File: src/hw/rtl/keyword_lexer_unit_defines.svh
// keyword_lexer_unit_defines.svh: assertion macros shared by the lexer RTL.
// Depends on signals named clk and arst_n in the including module.
`ifndef KEYWORD_LEXER_UNIT_DEFINES_SVH
`define KEYWORD_LEXER_UNIT_DEFINES_SVH

// Property check, clocked on clk, off while reset is asserted
`define KL_ASSERT(label, prop, msg) \
	label: assert property (@(posedge clk) disable iff (!arst_n) prop) else $error(msg);

// Condition that must never hold
`define KL_NEVER(label, expr, msg) \
	`KL_ASSERT(label, !(expr), msg)

`endif

File: src/hw/rtl/kl_pkg.sv
// kl_pkg: types, token codes and character constants for the keyword lexer.
// No dependencies.
`default_nettype none

package kl_pkg;

	// Scanner modes
	typedef enum logic [2:0] {
		MODE_IDLE   = 3'd0,
		MODE_LOWER  = 3'd1,
		MODE_UPPER  = 3'd2,
		MODE_NUMBER = 3'd3,
		MODE_COLON  = 3'd4,
		MODE_HALTED = 3'd5
	} mode_t;

	// Token kinds
	localparam logic [4:0] KIND_IDENT  = 5'd0;
	localparam logic [4:0] KIND_INT    = 5'd1;
	localparam logic [4:0] KIND_IF     = 5'd2;
	localparam logic [4:0] KIND_THEN   = 5'd3;
	localparam logic [4:0] KIND_ELSE   = 5'd4;
	localparam logic [4:0] KIND_PLUS   = 5'd5;
	localparam logic [4:0] KIND_MINUS  = 5'd6;
	localparam logic [4:0] KIND_STAR   = 5'd7;
	localparam logic [4:0] KIND_SLASH  = 5'd8;
	localparam logic [4:0] KIND_LPAREN = 5'd9;
	localparam logic [4:0] KIND_RPAREN = 5'd10;
	localparam logic [4:0] KIND_COMMA  = 5'd11;
	localparam logic [4:0] KIND_SEMI   = 5'd12;
	localparam logic [4:0] KIND_COLON  = 5'd13;
	localparam logic [4:0] KIND_ASSIGN = 5'd14;
	localparam logic [4:0] KIND_EQUAL  = 5'd15;
	localparam logic [4:0] KIND_LBRACK = 5'd16;
	localparam logic [4:0] KIND_RBRACK = 5'd17;
	localparam logic [4:0] KIND_ERROR  = 5'd18;
	localparam logic [4:0] KIND_END    = 5'd19;
	localparam logic [4:0] KIND_NONE   = 5'd0;

	// Characters
	localparam logic [7:0] CHR_TAB    = 8'h09;
	localparam logic [7:0] CHR_LF     = 8'h0A;
	localparam logic [7:0] CHR_SPACE  = 8'h20;
	localparam logic [7:0] CHR_LPAREN = 8'h28;
	localparam logic [7:0] CHR_RPAREN = 8'h29;
	localparam logic [7:0] CHR_STAR   = 8'h2A;
	localparam logic [7:0] CHR_PLUS   = 8'h2B;
	localparam logic [7:0] CHR_COMMA  = 8'h2C;
	localparam logic [7:0] CHR_MINUS  = 8'h2D;
	localparam logic [7:0] CHR_SLASH  = 8'h2F;
	localparam logic [7:0] CHR_DIG_0  = 8'h30;
	localparam logic [7:0] CHR_DIG_9  = 8'h39;
	localparam logic [7:0] CHR_COLON  = 8'h3A;
	localparam logic [7:0] CHR_SEMI   = 8'h3B;
	localparam logic [7:0] CHR_EQUAL  = 8'h3D;
	localparam logic [7:0] CHR_UP_A   = 8'h41;
	localparam logic [7:0] CHR_UP_Z   = 8'h5A;
	localparam logic [7:0] CHR_LBRACK = 8'h5B;
	localparam logic [7:0] CHR_RBRACK = 8'h5D;
	localparam logic [7:0] CHR_LOW_A  = 8'h61;
	localparam logic [7:0] CHR_LOW_Z  = 8'h7A;

	// Keyword spellings, first character in the low byte
	localparam logic [63:0] KW_IF     = 64'h0000_0000_0000_4649;
	localparam logic [63:0] KW_THEN   = 64'h0000_0000_4E45_4854;
	localparam logic [63:0] KW_ELSE   = 64'h0000_0000_4553_4C45;
	localparam logic [63:0] TXT_ASSIGN = 64'h0000_0000_0000_3D3A;

	localparam logic [30:0] INT_MAX31 = 31'h7FFF_FFFF;
	localparam logic [3:0]  LEN_MAX   = 4'd15;

	// Request: one source character
	typedef struct packed {
		logic [7:0] char_code;
		logic       end_of_input;
	} in_t;

	// Result: one token
	typedef struct packed {
		logic [4:0]  token_kind;
		logic [30:0] int_value;
		logic [63:0] text_bytes;
		logic [3:0]  text_length;
		logic        last_of_run;
	} out_t;

	// Tokens produced by one scan step, t0 first
	typedef struct packed {
		logic [1:0] n;
		out_t       t0;
		out_t       t1;
	} step_res_t;

	// Single-character symbol lookup; KIND_NONE when not a symbol
	function automatic logic [4:0] sym_kind(input logic [7:0] c);
		logic [4:0] k;
		k = KIND_NONE;
		case (c)
			CHR_PLUS:   k = KIND_PLUS;
			CHR_MINUS:  k = KIND_MINUS;
			CHR_STAR:   k = KIND_STAR;
			CHR_SLASH:  k = KIND_SLASH;
			CHR_LPAREN: k = KIND_LPAREN;
			CHR_RPAREN: k = KIND_RPAREN;
			CHR_COMMA:  k = KIND_COMMA;
			CHR_SEMI:   k = KIND_SEMI;
			CHR_EQUAL:  k = KIND_EQUAL;
			CHR_LBRACK: k = KIND_LBRACK;
			CHR_RBRACK: k = KIND_RBRACK;
			default:    k = KIND_NONE;
		endcase
		return k;
	endfunction

endpackage

`default_nettype wire

File: src/hw/rtl/kl_step.sv
// kl_step: combinational scan step: next scanner state and up to two tokens.
// Depends on kl_pkg.
`default_nettype none

module kl_step import kl_pkg::*; #(
	parameter int TEXT_BYTES = 8
) (
	input  mode_t                     mode,
	input  logic [8*TEXT_BYTES-1:0]   wbuf,
	input  logic [3:0]                wlen,
	input  logic [30:0]               acc,
	input  logic [7:0]                char_code,
	input  logic                      end_of_input,
	output mode_t                     mode_nx,
	output logic [8*TEXT_BYTES-1:0]   wbuf_nx,
	output logic [3:0]                wlen_nx,
	output logic [30:0]               acc_nx,
	output step_res_t                 res
);

	localparam int BW = 8 * TEXT_BYTES;

	logic [7:0]    c;
	logic          is_low, is_up, is_dig, is_space;
	logic [4:0]    sym;
	logic [63:0]   wbuf_ext;
	out_t          pend_tok, idle_tok, end_tok, asg_tok;
	logic          pend_v, idle_v;
	mode_t         idle_mode;
	logic [BW-1:0] idle_wbuf, app_wbuf;
	logic [3:0]    idle_len, app_len;
	logic [30:0]   idle_acc, num_acc;
	logic [34:0]   acc_x10;
	out_t          tok_a, tok_b;
	logic          a_v, b_v;

	// Character classes
	assign c        = char_code;
	assign is_low   = (c >= CHR_LOW_A) && (c <= CHR_LOW_Z);
	assign is_up    = (c >= CHR_UP_A) && (c <= CHR_UP_Z);
	assign is_dig   = (c >= CHR_DIG_0) && (c <= CHR_DIG_9);
	assign is_space = (c == CHR_SPACE) || (c == CHR_TAB) || (c == CHR_LF);
	assign sym      = sym_kind(c);
	assign wbuf_ext = 64'(wbuf);

	// Fixed tokens
	always_comb begin
		end_tok            = '0;
		end_tok.token_kind = KIND_END;
		asg_tok             = '0;
		asg_tok.token_kind  = KIND_ASSIGN;
		asg_tok.text_bytes  = TXT_ASSIGN;
		asg_tok.text_length = 4'd2;
	end

	// Token for whatever the scanner is holding
	always_comb begin
		pend_tok = '0;
		pend_v   = 1'b0;
		unique case (mode)
			MODE_LOWER: begin
				pend_v               = 1'b1;
				pend_tok.token_kind  = KIND_IDENT;
				pend_tok.text_bytes  = wbuf_ext;
				pend_tok.text_length = wlen;
			end
			MODE_UPPER: begin
				pend_v               = 1'b1;
				pend_tok.text_bytes  = wbuf_ext;
				pend_tok.text_length = wlen;
				if (wlen == 4'd2 && wbuf_ext == KW_IF) begin
					pend_tok.token_kind = KIND_IF;
				end else if (wlen == 4'd4 && wbuf_ext == KW_THEN) begin
					pend_tok.token_kind = KIND_THEN;
				end else if (wlen == 4'd4 && wbuf_ext == KW_ELSE) begin
					pend_tok.token_kind = KIND_ELSE;
				end else begin
					pend_tok.token_kind = KIND_IDENT;
				end
			end
			MODE_NUMBER: begin
				pend_v              = 1'b1;
				pend_tok.token_kind = KIND_INT;
				pend_tok.int_value  = acc;
			end
			MODE_COLON: begin
				pend_v               = 1'b1;
				pend_tok.token_kind  = KIND_COLON;
				pend_tok.text_bytes  = 64'(CHR_COLON);
				pend_tok.text_length = 4'd1;
			end
			default: begin
				pend_v = 1'b0;
			end
		endcase
	end

	// Character seen from a cleared idle scanner
	always_comb begin
		idle_v    = 1'b0;
		idle_tok  = '0;
		idle_mode = MODE_IDLE;
		idle_wbuf = '0;
		idle_len  = '0;
		idle_acc  = '0;
		if (is_space) begin
			idle_mode = MODE_IDLE;
		end else if (is_low) begin
			idle_mode = MODE_LOWER;
			idle_wbuf = BW'(c);
			idle_len  = 4'd1;
		end else if (is_up) begin
			idle_mode = MODE_UPPER;
			idle_wbuf = BW'(c);
			idle_len  = 4'd1;
		end else if (is_dig) begin
			idle_mode = MODE_NUMBER;
			idle_acc  = 31'(c - CHR_DIG_0);
		end else if (c == CHR_COLON) begin
			idle_mode = MODE_COLON;
		end else if (sym != KIND_NONE) begin
			idle_v               = 1'b1;
			idle_tok.token_kind  = sym;
			idle_tok.text_bytes  = 64'(c);
			idle_tok.text_length = 4'd1;
		end else begin
			idle_v              = 1'b1;
			idle_tok.token_kind = KIND_ERROR;
			idle_mode           = MODE_HALTED;
		end
	end

	// Word append: bytes past the buffer are dropped, length saturates
	always_comb begin
		app_wbuf = wbuf;
		for (int i = 0; i < TEXT_BYTES; i++) begin
			if (wlen == 4'(i)) begin
				app_wbuf[8*i +: 8] = c;
			end
		end
		app_len = (wlen == LEN_MAX) ? wlen : wlen + 4'd1;
	end

	// Decimal accumulate as acc*8 + acc*2 + digit, saturating
	assign acc_x10 = 35'({acc, 3'b000}) + 35'({acc, 1'b0}) + 35'(c - CHR_DIG_0);
	assign num_acc = (acc_x10 > 35'(INT_MAX31)) ? INT_MAX31 : acc_x10[30:0];

	// Next state and token selection
	always_comb begin
		logic restart;
		restart = 1'b0;
		mode_nx = mode;
		wbuf_nx = wbuf;
		wlen_nx = wlen;
		acc_nx  = acc;
		tok_a   = '0;
		tok_b   = '0;
		a_v     = 1'b0;
		b_v     = 1'b0;
		if (end_of_input) begin
			tok_a   = pend_tok;
			a_v     = pend_v;
			tok_b   = end_tok;
			b_v     = 1'b1;
			mode_nx = MODE_IDLE;
			wbuf_nx = '0;
			wlen_nx = '0;
			acc_nx  = '0;
		end else begin
			unique case (mode)
				MODE_HALTED: begin
					mode_nx = MODE_HALTED;
				end
				MODE_LOWER: begin
					if (is_low || is_up || is_dig) begin
						wbuf_nx = app_wbuf;
						wlen_nx = app_len;
					end else begin
						restart = 1'b1;
					end
				end
				MODE_UPPER: begin
					if (is_up) begin
						wbuf_nx = app_wbuf;
						wlen_nx = app_len;
					end else begin
						restart = 1'b1;
					end
				end
				MODE_NUMBER: begin
					if (is_dig) begin
						acc_nx = num_acc;
					end else begin
						restart = 1'b1;
					end
				end
				MODE_COLON: begin
					if (c == CHR_EQUAL) begin
						tok_a   = asg_tok;
						a_v     = 1'b1;
						mode_nx = MODE_IDLE;
						wbuf_nx = '0;
						wlen_nx = '0;
						acc_nx  = '0;
					end else begin
						restart = 1'b1;
					end
				end
				default: begin
					restart = 1'b1;
				end
			endcase
			// Flush the held token, then treat the character as fresh
			if (restart) begin
				tok_a   = pend_tok;
				a_v     = pend_v;
				tok_b   = idle_tok;
				b_v     = idle_v;
				mode_nx = idle_mode;
				wbuf_nx = idle_wbuf;
				wlen_nx = idle_len;
				acc_nx  = idle_acc;
			end
		end
	end

	// Pack tokens in order and mark the last one
	always_comb begin
		res = '0;
		if (a_v) begin
			res.t0 = tok_a;
			res.t1 = tok_b;
			if (b_v) begin
				res.n              = 2'd2;
				res.t1.last_of_run = 1'b1;
			end else begin
				res.n              = 2'd1;
				res.t0.last_of_run = 1'b1;
			end
		end else if (b_v) begin
			res.n              = 2'd1;
			res.t0             = tok_b;
			res.t0.last_of_run = 1'b1;
		end else begin
			res.n = 2'd0;
		end
	end

endmodule

`default_nettype wire

File: src/hw/rtl/kl_out_buf.sv
// kl_out_buf: two-entry token buffer between the scan step and the output.
// Depends on kl_pkg and keyword_lexer_unit_defines.svh.
`default_nettype none
`include "keyword_lexer_unit_defines.svh"

module kl_out_buf import kl_pkg::*; (
	input  logic      clk,
	input  logic      arst_n,
	input  logic      push,
	input  step_res_t res,
	output logic      room,
	output logic      tok_valid,
	input  logic      tok_stall,
	output out_t      tok
);

	logic [1:0] cnt_q;
	out_t       slot0_q, slot1_q;
	logic       pop;

	// Head is always slot 0
	assign tok_valid = (cnt_q != 2'd0);
	assign tok       = slot0_q;
	assign pop       = tok_valid && !tok_stall;

	// A step may emit two tokens, so it needs the buffer empty after this pop
	assign room = (cnt_q == 2'd0) || (cnt_q == 2'd1 && pop);

	// Fill count
	always_ff @(posedge clk or negedge arst_n) begin
		if (!arst_n) begin
			cnt_q <= 2'd0;
		end else if (push) begin
			cnt_q <= res.n;
		end else if (pop) begin
			cnt_q <= cnt_q - 2'd1;
		end
	end

	// Token slots
	always_ff @(posedge clk) begin
		if (push) begin
			slot0_q <= res.t0;
			slot1_q <= res.t1;
		end else if (pop) begin
			slot0_q <= slot1_q;
		end
	end

	`KL_NEVER(a_cnt_range, cnt_q == 2'd3, "token buffer count out of range")
	`KL_ASSERT(a_pair_order, (cnt_q == 2'd2) |-> (!slot0_q.last_of_run && slot1_q.last_of_run), "token pair marked out of order")
	`KL_ASSERT(a_push_room, push |-> room, "tokens pushed into a busy buffer")

endmodule

`default_nettype wire

File: src/hw/rtl/keyword_lexer_unit.sv
// Keyword lexer: one character per request, tokens out in order.
// A token passes through the input register and then the result buffer on its way to the output.
// Throughput: one character per cycle while each character yields at most one token
// and the output is not stalled; a character that yields two tokens holds the next
// until the two-entry buffer is empty or its last token is being popped.
// Reset (arst_n low, async) clears the scanner to idle and empties both stages.
// Depends on kl_pkg, kl_step, kl_out_buf and keyword_lexer_unit_defines.svh.
`default_nettype none
`include "keyword_lexer_unit_defines.svh"

module keyword_lexer_unit import kl_pkg::*; #(
	parameter int TEXT_BYTES = 8
) (
	input  logic clk,
	input  logic arst_n,
	input  logic req_valid,
	output logic req_stall,
	input  in_t  req,
	output logic tok_valid,
	input  logic tok_stall,
	output out_t tok
);

	localparam int BW = 8 * TEXT_BYTES;

	logic        valid_s1;
	in_t         req_s1;
	logic        room, fire;
	mode_t       mode_q, mode_nx;
	logic [BW-1:0] wbuf_q, wbuf_nx;
	logic [3:0]  wlen_q, wlen_nx;
	logic [30:0] acc_q, acc_nx;
	step_res_t   step_res;

	// Input register: refills when empty or whenever the held request moves on
	assign fire      = valid_s1 && room;
	assign req_stall = valid_s1 && !fire;

	always_ff @(posedge clk or negedge arst_n) begin
		if (!arst_n) begin
			valid_s1 <= 1'b0;
		end else if (!req_stall) begin
			valid_s1 <= req_valid;
		end
	end

	always_ff @(posedge clk) begin
		if (req_valid && !req_stall) begin
			req_s1 <= req;
		end
	end

	// Scan step
	kl_step #(
		.TEXT_BYTES(TEXT_BYTES)
	) u_step (
		.mode        (mode_q),
		.wbuf        (wbuf_q),
		.wlen        (wlen_q),
		.acc         (acc_q),
		.char_code   (req_s1.char_code),
		.end_of_input(req_s1.end_of_input),
		.mode_nx     (mode_nx),
		.wbuf_nx     (wbuf_nx),
		.wlen_nx     (wlen_nx),
		.acc_nx      (acc_nx),
		.res         (step_res)
	);

	// Scanner state
	always_ff @(posedge clk or negedge arst_n) begin
		if (!arst_n) begin
			mode_q <= MODE_IDLE;
			wbuf_q <= '0;
			wlen_q <= '0;
			acc_q  <= '0;
		end else if (fire) begin
			mode_q <= mode_nx;
			wbuf_q <= wbuf_nx;
			wlen_q <= wlen_nx;
			acc_q  <= acc_nx;
		end
	end

	// Result buffer
	kl_out_buf u_out_buf (
		.clk      (clk),
		.arst_n   (arst_n),
		.push     (fire),
		.res      (step_res),
		.room     (room),
		.tok_valid(tok_valid),
		.tok_stall(tok_stall),
		.tok      (tok)
	);

	`KL_ASSERT(a_halt_silent, (fire && mode_q == MODE_HALTED && !req_s1.end_of_input) |-> (step_res.n == 2'd0), "halted scanner emitted a token")
	`KL_ASSERT(a_eoi_clears, (fire && req_s1.end_of_input) |=> (mode_q == MODE_IDLE && wlen_q == 4'd0), "end of input left scanner busy")
	`KL_NEVER(a_idle_clean, mode_q == MODE_IDLE && (wbuf_q != '0 || acc_q != '0), "idle scanner holds stale word state")

endmodule

`default_nettype wire
File: config.mk
export PLATFORM = sky130hd
export DESIGN_NAME = keyword_lexer_unit
export DESIGN_NICKNAME = d
export VERILOG_FILES = /design/src/hw/rtl/kl_pkg.sv /design/src/hw/rtl/kl_step.sv /design/src/hw/rtl/kl_out_buf.sv /design/src/hw/rtl/keyword_lexer_unit.sv
export VERILOG_INCLUDE_DIRS = /design/src /design/src/hw/rtl
export SDC_FILE = /design/constraint.sdc
export NUM_CORES = 1
export LEC_CHECK = 0
export BUFFER_PORTS_ARGS = -buffer_cell sky130_fd_sc_hd__buf_4
export CORE_MARGIN = 2
export CORE_UTILIZATION = 40
export CTS_BUF_LIST = sky130_fd_sc_hd__clkbuf_4
export CTS_CLUSTER_SIZE = 16
export DETAILED_ROUTE_END_ITERATION = 12
export PLACE_DENSITY = 0.6
export REMOVE_ABC_BUFFERS = 1
export SYNTH_ARGS = -nofsm -noshare
export SYNTH_HDL_FRONTEND = slang
export SYNTH_SLANG_ARGS = --single-unit
File: constraint.sdc
create_clock -name clk -period 10.9 [get_ports clk]
set_input_delay 1.09 -clock clk [delete_from_list [all_inputs] [get_ports clk]]
set_output_delay 1.09 -clock clk [all_outputs]
set_load 0.005 [all_outputs]
# Word-level counts from Yosys, hierarchy flattened
# Index checks and enable logic that the tools add are counted.
# totals
out_inout_bits,107
input_bits,13
register_bits,324
elab_cells,199
# op_classes
magnitude_cmp,7
n_addsub,6
muxes,100
n_eq_ne,36
reduce_logical,32
# op_table
cell,count
105-bit 2-to-1 mux,8
64-bit 2-to-1 mux,7
68-bit 2-to-1 mux,5
31-bit 2-to-1 mux,10
64-bit case mux with 3 select lines,1
68-bit case mux with 2 select lines,1
"64-bit by 31-bit == test with 1-bit output, second input constant",2
107-bit 2-to-1 mux,1
104-bit 2-to-1 mux,1
"8-bit by 6-bit == test with 1-bit output, second input constant",11
8-bit 2-to-1 mux,9
"64-bit by 15-bit == test with 1-bit output, second input constant",1
31-bit case mux with 2 select lines,1
5-bit case mux with 11 select lines,1
34-bit by 32-bit adder with 35-bit output,1
35-bit adder,1
"35-bit by 31-bit greater-than comparator with 1-bit output, second input constant",1
5-bit 2-to-1 mux,7
3-bit 2-to-1 mux,11
4-bit 2-to-1 mux,8
1-bit 2-to-1 mux,21
"8-bit by 6-bit subtractor with 9-bit output, second input constant",2
"4-bit by 3-bit == test with 1-bit output, second input constant",4
"8-bit by 4-bit == test with 1-bit output, second input constant",2
34 further kinds,64

# Longest topological paths before layout
# depth
word_depth,14
depth_mapped,16
mapped_depth_nobuf,13

# Cells and area by module
# A second synthesis with hierarchy kept.
# hier_totals
hier_cells,1666
hier_area_um2,19336.0
# modules_own_cells
module,seq_area_each_um2,n_inst,area_each_um2,cells_each
kl_out_buf,6356.1,1,7767.4,345
kl_step,0.0,1,7095.6,1090
keyword_lexer_unit,2847.7,1,4473.0,231

# Worst setup path before layout
# Ideal clock, no wire load.
# synth_path
path_type,reg2reg
start,register req_s1[5] in the netlist's numbering
end,register acc_q[12]
synth_period_minus_slack_ps,6919
slack_ps,3981
required_time_ps,10774
setup_time_ps,126
t_arrival_ps,6793
path_stages_with_launch,17
path_buffers,3
cell_sequence,edfxtp_1 > ha_1 > clkbuf_1 > nor3_1 > fa_1 > ha_1 > buf_2 > nand3_1 > or4_1 > a211o_1 > a21boi_1 > a21oi_1 > o21ai_1 > xor2_1 > o41a_1 > buf_4 > a221o_1
# synth_between
elab_chain_len,9
elab_cells_between_ends,40
classes_between,add/sub (3); order compare (7); eq/ne (6); mux (15); reduce/logical (9)
# synth_rtl
element,line_no,rtl
from (decl),keyword_lexer_unit.sv:27,in_t req_s1;
from (signal assigned),keyword_lexer_unit.sv:49,req_s1 <= req;
branches (longest 9 deep; another with 35-bit adder),-,
to (signal assigned),keyword_lexer_unit.sv:81,acc_q <= acc_nx;
to (decl),keyword_lexer_unit.sv:32,"logic [30:0] acc_q, acc_nx;"
# Several ways; the timed one is not identified. The select of a mux whose other input is x is not followed.
# A chain may end at the register's enable or synchronous reset.

# Worst setup path after layout
# layout_path
start,register req_s1[5] in the netlist's numbering
end,register acc_q[8]
# The elaborated chain is that of the path after synthesis.

==> reports/results.ini <==
[sta]
slew_headroom=0.283
setup_tns_ns=0
fin_skew_ns=0.0544
rsz0062_at_grt=no
worst_pin_slew_ns=1.07
finalSetupViolCount=0
hold_viol=0
holdWs_ns=0.449
fin_crit_sh=0.533
min_period_ns=5.81
fmax_ghz=0.172
maxSlewViolCount=0

[pwr]
power.leakage_nw=6.38
p_comb_frac=0.405
swShare=0.403
pwr-share-seq=0.377
irDropWorstVdd_v=0.000105
intPower_w=0.00218
p_sw_w=0.00148
p_clk_frac=0.218
power_density_nw_per_um2=248

[yosys]
synth_area_per_cell_um2=10.8
ys_async_sr_fraction=0.449
synth_top_area_share=0.305
synth_ff_type=edfxtp_1
synth_edf_count=129
yosysWarnings=0
ys_types=76
syn_area_um2=12700
netlist_instances=1182
ys_seq_elements=234
yosys-top-cells-area=edfxtp_1 (30%), dfrtp_1 (21%), and2_1 (5.3%)
yosys.area.top_type=edfxtp_1
yosysSeqAreaShare=0.511

[cells_and_area]
final_cell_mix=nand2_1 (152), buf_4 (132), edfxtp_1 (129)
nets=1411
area_growth_pct=16.1
drive_gt1_frac=0.186
fill_cells=2979
layout_commonest_cell=nand2_1
final_area_um2=14800

[critical_path]
crit_path_end=acc_q[8]
crit_required_ns=11.47
critPathKind=flip-flop to flip-flop
critPathSlowestCell=o41a_1
crit_path_start=req_s1[5]
r2r_cells=14
path_cells=ha_1 -> nor3_2 -> buf_4 -> fa_1 -> ha_1 -> nand3_1 -> or4_1 -> a211o_1 -> a21boi_1 -> a21oi_1 -> o21ai_1 -> xor2_1 -> o41a_1 -> a221o_1
crit_arrival_ns=6.38
rrSetupSlack_ns=5.09
endpoint_kind=flip-flop
path_max_fanout=28
critPathMaxStageDelay_ns=0.86
reg2reg_from=req_s1[5]
rr_endpoint=acc_q[8]
crit_path_frequent_cell=ha_1
worst_setup_path_start_kind=flip-flop

[placement]
gp_congestion=0.872
numPortBuffers=119
placed_cell_area_um2=13900
dp_hpwl_mm=22.2

[clock_network]
root_buffer=clkbuf_4
cts_tree=yes
hold_buffers=0
cts_resized=0
numCtsBuffers=67
post_cts_buffers=0
cts.sinks=234
path_clk_slew_ns=0.06
clock_latency_ns=0.69
cts_max_path_buffers=3
htreeDepth=3

[global_route]
antenna_found_initial=1
grt_pass1_vias=9663
grt_first_pass_wirelength_mm=51.5
grt.overflow.total=0
grt_max_degree=69
grtUsageTotal=0.194

[detailed_routing]
drt-pass1-iter-count=7
vias=9708
wl_per_cell_um=17.9
ant_nets=0
wirelength_mm=31.7
route.detailed.drc=0
drtIter0Drc=708
viasPerCell=5.48

[floorplanning]
start_util=0.404
die_y_um=182
rows=65
io_pins=120
die-area_um2=33200
dieWidth_um=182
core_um2=31500

[hold_path]
min_path_type=primary input to async pin

[flow_run]
maxCapViolCount=0

[run_status]
outcome=complete, no violations

cells in the mapped netlist, types with 4 or more instances:
cell        n
nor4_1     15
a22o_1     16
nand2_1   152
fa_1       30
o211ai_1    7
buf_6       6
nand2b_1   10
nor2_1     52
o31ai_1     4
a21oi_1    59
and3_1      7
and2_1    107
ha_1       48
dfrtp_1   105
o311ai_0    6
a32oi_1     5
o21ai_1    12
buf_2      12
xnor2_1    22
a221oi_1    6
nor3_1     14
a221o_1    23
nand3_1    26
a31oi_1    23
clkbuf_1   37
nand4_1     8
a21o_1     12
xor2_1     11
or3_1       4
a211o_1     4
inv_1      34
a211oi_1    6
o21ai_0    86
o21a_1     10
buf_1       5
edfxtp_1  129
nor2b_1     6
power groups by stage:
stage	Sequential, W	Combinational, W	Clock [W]
floorplan	0.00138	0.000901	0
global placement	0.00140	0.00147	0
detailed placement	0.00140	0.00148	0
CTS	0.00138	0.00149	0.000825
global route	0.00141	0.00165	0.000872
finish	0.00138	0.00148	0.000798
registers in the layout (all words and copies together), names as in the netlist, 2 cells and up:
signal / cells
wlen_q: 4
req_s1: 9
u_out_buf.slot1_q: 15
u_out_buf.tok: 105
mode_q: 3
acc_q: 31
u_out_buf.cnt_q: 2
wbuf_q: 64
layout make-up:
type	count	area [um2]	share of cell area
diodes	1	2.50	0.000169
well taps	402	503	0.0341
multi-input cells	850	5800	0.393
clock inverters	21	106	0.00720
repair buffers	132	991	0.0671
clock buffers	98	736	0.0498
inverters	35	131	0.00889
flip-flops and latches	234	6500	0.440
per-layer routing:
layer / GRT usage / wire length [um] / vias to the layer above
met3: 0.0343 / 1780 / 41
met4: 0.0665 / 538 / 0
met2: 0.307 / 14700 / 311
met1: 0.269 / 14700 / 4734
met5: 0 / 0 / -
li1: - / - / 4622
cells by family after synthesis:
| group | count (synthesis) | share of synthesized area |
|---|---|---|
| xor gates and xnor gates | 33 | 0.0227 |
| other | 1 | 0.000295 |
| DFF | 234 | 0.511 |
| buffers and inverters | 98 | 0.0345 |
| adders and majority gates | 78 | 0.0944 |
| AOI/OAI and AO/OA | 315 | 0.169 |
| muxes | 1 | 0.000885 |
| and+or+nand+nor | 422 | 0.168 |
worst max-delay path: cells and delay by family, from the launching register on:
family / cells / cell delay [ns]
fa+ha+maj: 3 / 1.33
xor+xnor: 1 / 0.36
simple gates: 3 / 0.91
flops: 1 / 0.59
compound gates: 6 / 2.10
buf+inv: 1 / 0.45
worst min-delay path by stage:
| stage | depth (start not counted) | end |
|---|---|---|
| floorplan | 2 | wbuf_q[14] |
| global placement | 2 | wbuf_q[41] |
| detailed placement | 2 | wbuf_q[14] |
| CTS | 1 | acc_q[25] |
| global route | 1 | acc_q[24] |
| finish | 1 | acc_q[21] |
stage by stage:
stage	instances	worst slack [ns]	util	power, W
5_1_grt	1773	4.71	0.469	0.00393
3_3_place_gp	1653	5.28	0.442	0.00286
6_report	1773	5.09	0.469	0.00366
2_1_floorplan	1119	3.86	-	0.00228
3_5_place_dp	1653	5.07	0.442	0.00288
4_1_cts	1772	5.04	0.469	0.00369
(Power assumes the default switching activity.)
